File: src/design/tcoq_ram.sv
// Generic single-port-write, single-port-read RAM with registered read data.
module tcoq_ram #(
  parameter int unsigned WIDTH = 8,
  parameter int unsigned DEPTH = 16
) (
  input  logic                     clk,
  input  logic                     wr_en,
  input  logic [$clog2(DEPTH)-1:0] wr_addr,
  input  logic [WIDTH-1:0]         wr_data,
  input  logic [$clog2(DEPTH)-1:0] rd_addr,
  output logic [WIDTH-1:0]         rd_data
);

  logic [WIDTH-1:0] mem_r [DEPTH];
  logic [WIDTH-1:0] rd_data_r;

  always_ff @(posedge clk) begin
    if (wr_en) begin
      mem_r[wr_addr] <= wr_data;
    end
    rd_data_r <= mem_r[rd_addr];
  end

  assign rd_data = rd_data_r;

endmodule

File: config.mk
export PLATFORM = sky130hd
export DESIGN_NAME = tcoq_ram
export DESIGN_NICKNAME = d
export VERILOG_FILES = /design/src/design/tcoq_ram.sv
export SDC_FILE = /design/constraint.sdc
export NUM_CORES = 1
export LEC_CHECK = 0
export ABC_AREA = 1
export BUFFER_PORTS_ARGS = -buffer_cell sky130_fd_sc_hd__buf_2
export CAP_MARGIN = 0
export CORE_MARGIN = 1
export CORE_UTILIZATION = 61
export CTS_CLUSTER_SIZE = 20
export DETAILED_ROUTE_END_ITERATION = 6
export HOLD_SLACK_MARGIN = 0.02
export PLACE_DENSITY = 0.78
export SYNTH_ARGS = -nofsm -noshare
export SYNTH_HDL_FRONTEND = slang
export SYNTH_SLANG_ARGS = --single-unit
File: constraint.sdc
create_clock -name clk -period 1.5 [get_ports clk]
set_input_delay 0.225 -clock clk [delete_from_list [all_inputs] [get_ports clk]]
set_output_delay 0.225 -clock clk [all_outputs]
set_load 0.02 [all_outputs]
Word level (Yosys, flattened, before mapping):

Memory sizes are Yosys's and may differ from the RTL's. A register that Yosys moved wholly into a read port is not among the register bits.
Cells that the tools add are included.

* muxes and demuxes: 2

Operator list (number)
* $mux 1: 2

* bits in writable memories: 128
* memories: 1
* bits in registers: 0
* output and inout bits: 8
* logic and storage cells: 3

Memories
* mem_r: depth 16, width 8, read ports 1, clocked after memory_dff 1, wr ports 1, line 14 `logic [WIDTH-1:0] mem_r [DEPTH];`

Depth between registers and ports, before layout:

* depth in word-level cells: 2
* mapped depth: 8
* depth with buffers taken out: 7

Least setup slack after synthesis:

OpenSTA, ideal clock, no wires.

* path kind: input -> register
* start point: input wr_addr[2]
* end point: memory mem_r[10][0] (enable)
* library setup time: 370 ps
* buffers on the path: 0
* data required time: 1130 ps
* setup slack: 324 ps
* data arrival time: 806 ps
* stages on the path: 2
* cells stage by stage: nand3b_1 nor2_1

RTL lines
* start: declaration: line 8 `input logic [$clog2(DEPTH)-1:0] wr_addr,`
* end: declaration: line 14

Straight into the memory's write port.

Worst setup path in the final report:

* start point: register rd_data_r[2] (netlist: rd_data[2]) (read register of mem_r)
* end point: output rd_data[2]

RTL lines
* start: declaration: line 15 `logic [WIDTH-1:0] rd_data_r;`
* end: declaration: line 11 `output logic [WIDTH-1:0] rd_data`

No word-level cell between the ends.

==> metrics <==
status=finished clean; core area=9200 sq um; Worst R2R Start=mem_r[13][3]$_DFFE_PP_; vias per cell=about 5.5; Netlist cell types=12; Slew headroom=0.587; GR Util All Layers=0.289; DR pass1 iterations=5; CP Capture Type=output port; crit path kind=register to output port; critical path buffer and inverter count=1; Cell Area, Synth=between 5000 and 6000 sq um; worst min-delay path class=input port to register; final setup vio count=0; die area=9850 sq um; Seq/Total Area, Yosys=0.694; Num CTS Buffers=17; Worst Path Required=1.27 ns; fin crit share=0.847; share of the synthesized area in the top cell type=0.667; first-pass GRT wire length=slightly above 20 mm; CTS tree=done; clk sinks=136; syn avg cell area=10.5 sq um; area of the multi-input gates=1210 sq um; grt met1 use=0.376; CTS resizes=0; final worst hold slack=0.0745 ns; met3 Track Usage GR=0.0520; VDD IR max=0.863 mV; antenna cells=0; Clock Path Buffers=2; register area=roughly 4000 sq um; Wirelength per Cell=approximately 18 um; CP Cell Sequence=buf_2; Pwr Density=1310 nW/um^2; FP Rows=35; leakage=0.00292 uW; warnings from Yosys=0; clock tree root driver cell=clkbuf_8; Synth top cells by count=nand2_1 (173), edfxtp_1 (128), inv_1 (100), nand3_1 (97), nor2_1 (17); most common cell in the netlist=nand2_1; worst-margin pin slew=0.620 ns; slowest CP cell=dfxtp_1; CTS clk-pin slew, worst paths=0.06 ns; Gate Count Post-Synth=551; Fillers=about 600; Worst Setup SP=rd_data[2]$_DFF_P_; worst path arrival time=about 1.1 ns; Die H=99.2 um; Synth area leader=edfxtp_1; max cap viols=0; Setup Total Neg Slack=0 ns; Horiz. Die Dim=99.2 um; Routed Antenna Nets=0; drt initial violations=386; Skew-Pair Late Insertion Delay=0.52 ns; Crit path max-delay family=flip-flops; CP Max Fanout=1; register bit total from synthesis=136; Fmax=between 700 and 800 MHz; synthesis-to-layout area growth=15.2%; met2 GRT Util=0.474; syn_nets=569; Initial Util=0.627; Setup Skew=0.00510 ns; fin crit period=1.27 ns; post-CTS setup buffer count=0; busiest grt layer=met2; Main synth FF type=edfxtp_1; pins over their slew limit=0; Worst path max stage delay=0.35 ns; gr ovfl total=0; GP Congestion=0.841; Hold Crit Start=rd_addr[3]; placed cell area=6090 sq um; port buffer count=25; Vias=3954; CTS HTree Levels=4; DRC Markers=0; Fin. Hold Viols=0; async set-reset flop share out of synthesis=0; EDFF count, synth=128; nets@finish=616; placed cells=690; share of cells above drive strength 1=0.134; final wirelength=13.0 mm; Post-Layout Cell Count=721; I/O pin count=26; Final Cell Area=6640 sq um; RSZ-0062 raised after global routing=no; Post-CTS Hold Buffers=0; largest net degree at the start of global routing=65; vias in the first global route=roughly 4000; DP Wirelength=approximately 7.7 mm; initial antenna violation count=0; startpoint types=register; synth top area cells=edfxtp_1 (67%), nand2_1 (11%), nand3_1 (8.4%)
cell families (layout without fill, tap and decap cells):
| logic type | Yosys count | after routing | synth area share |
|---|---|---|---|
| buffers and inverters | 126 | 185 | 0.0952 |
| AND/OR/NAND/NOR | 289 | 289 | 0.210 |
| flip-flops | 136 | 136 | 0.694 |
power breakdown:
part           internal [uW]  leakage, uW  switching (uW)
Sequential              4250      0.00122            24.5
Combinational            164      0.00144             395
Clock                   2340     0.000254            1520
Total                   6750      0.00292            1940
state kept, by name, summed over array words and instances, names as in the netlist:
| signal | cells |
|---|---|
| mem_r | 128 |
| rd_data | 8 |
cells in the final DEF (no fill, tap or decap), drive strengths merged:
cell type | synthesis | layout
nor2 | 17 | 17
inv | 102 | 102
nand3 | 97 | 97
dfxtp | 8 | 8
clkinv | 0 | 6
buf | 24 | 52
nand2 | 173 | 173
bufinv | 0 | 2
clkinvlp | 0 | 5
clkbuf | 0 | 18
nand3b | 2 | 2
edfxtp | 128 | 128
final cells by class:
type,instances,share of cell area
Clock inverter,13,0.0200
Sequential cell,136,0.603
Inverter,102,0.0576
Timing Repair Buffer,52,0.0531
Tap cell,111,0.0209
Clock buffer,18,0.0629
Multi-Input combinational cell,289,0.183
final timing paths:
check | endpoint | slack [ns] | cells past startpoint
worst min-delay path | rd_data[7]$_DFF_P_ | 0.07 | 3
worst min register to register | rd_data[7]$_DFF_P_ | 0.69 | 6
worst max register to register | rd_data[3]$_DFF_P_ | 0.44 | 6
worst max-delay path | rd_data[2] | 0.23 | 1
per-stage QoR:
stage               worst slack, ns  total power [uW]   util
detailed placement            0.141              4900  0.662
global placement              0.168              4880  0.662
finish                        0.229              8690  0.722
global route                  0.215              8920  0.722
CTS                           0.229              8690  0.722
floorplan                     0.324              4680      -
layer usage:
layer  wire length, um  part of all wire
met5                 0                 0
met4               374             0.029
met3               957             0.074
met2              6380              0.49
met1              5260              0.41
Power figures use the tool's default switching activity.
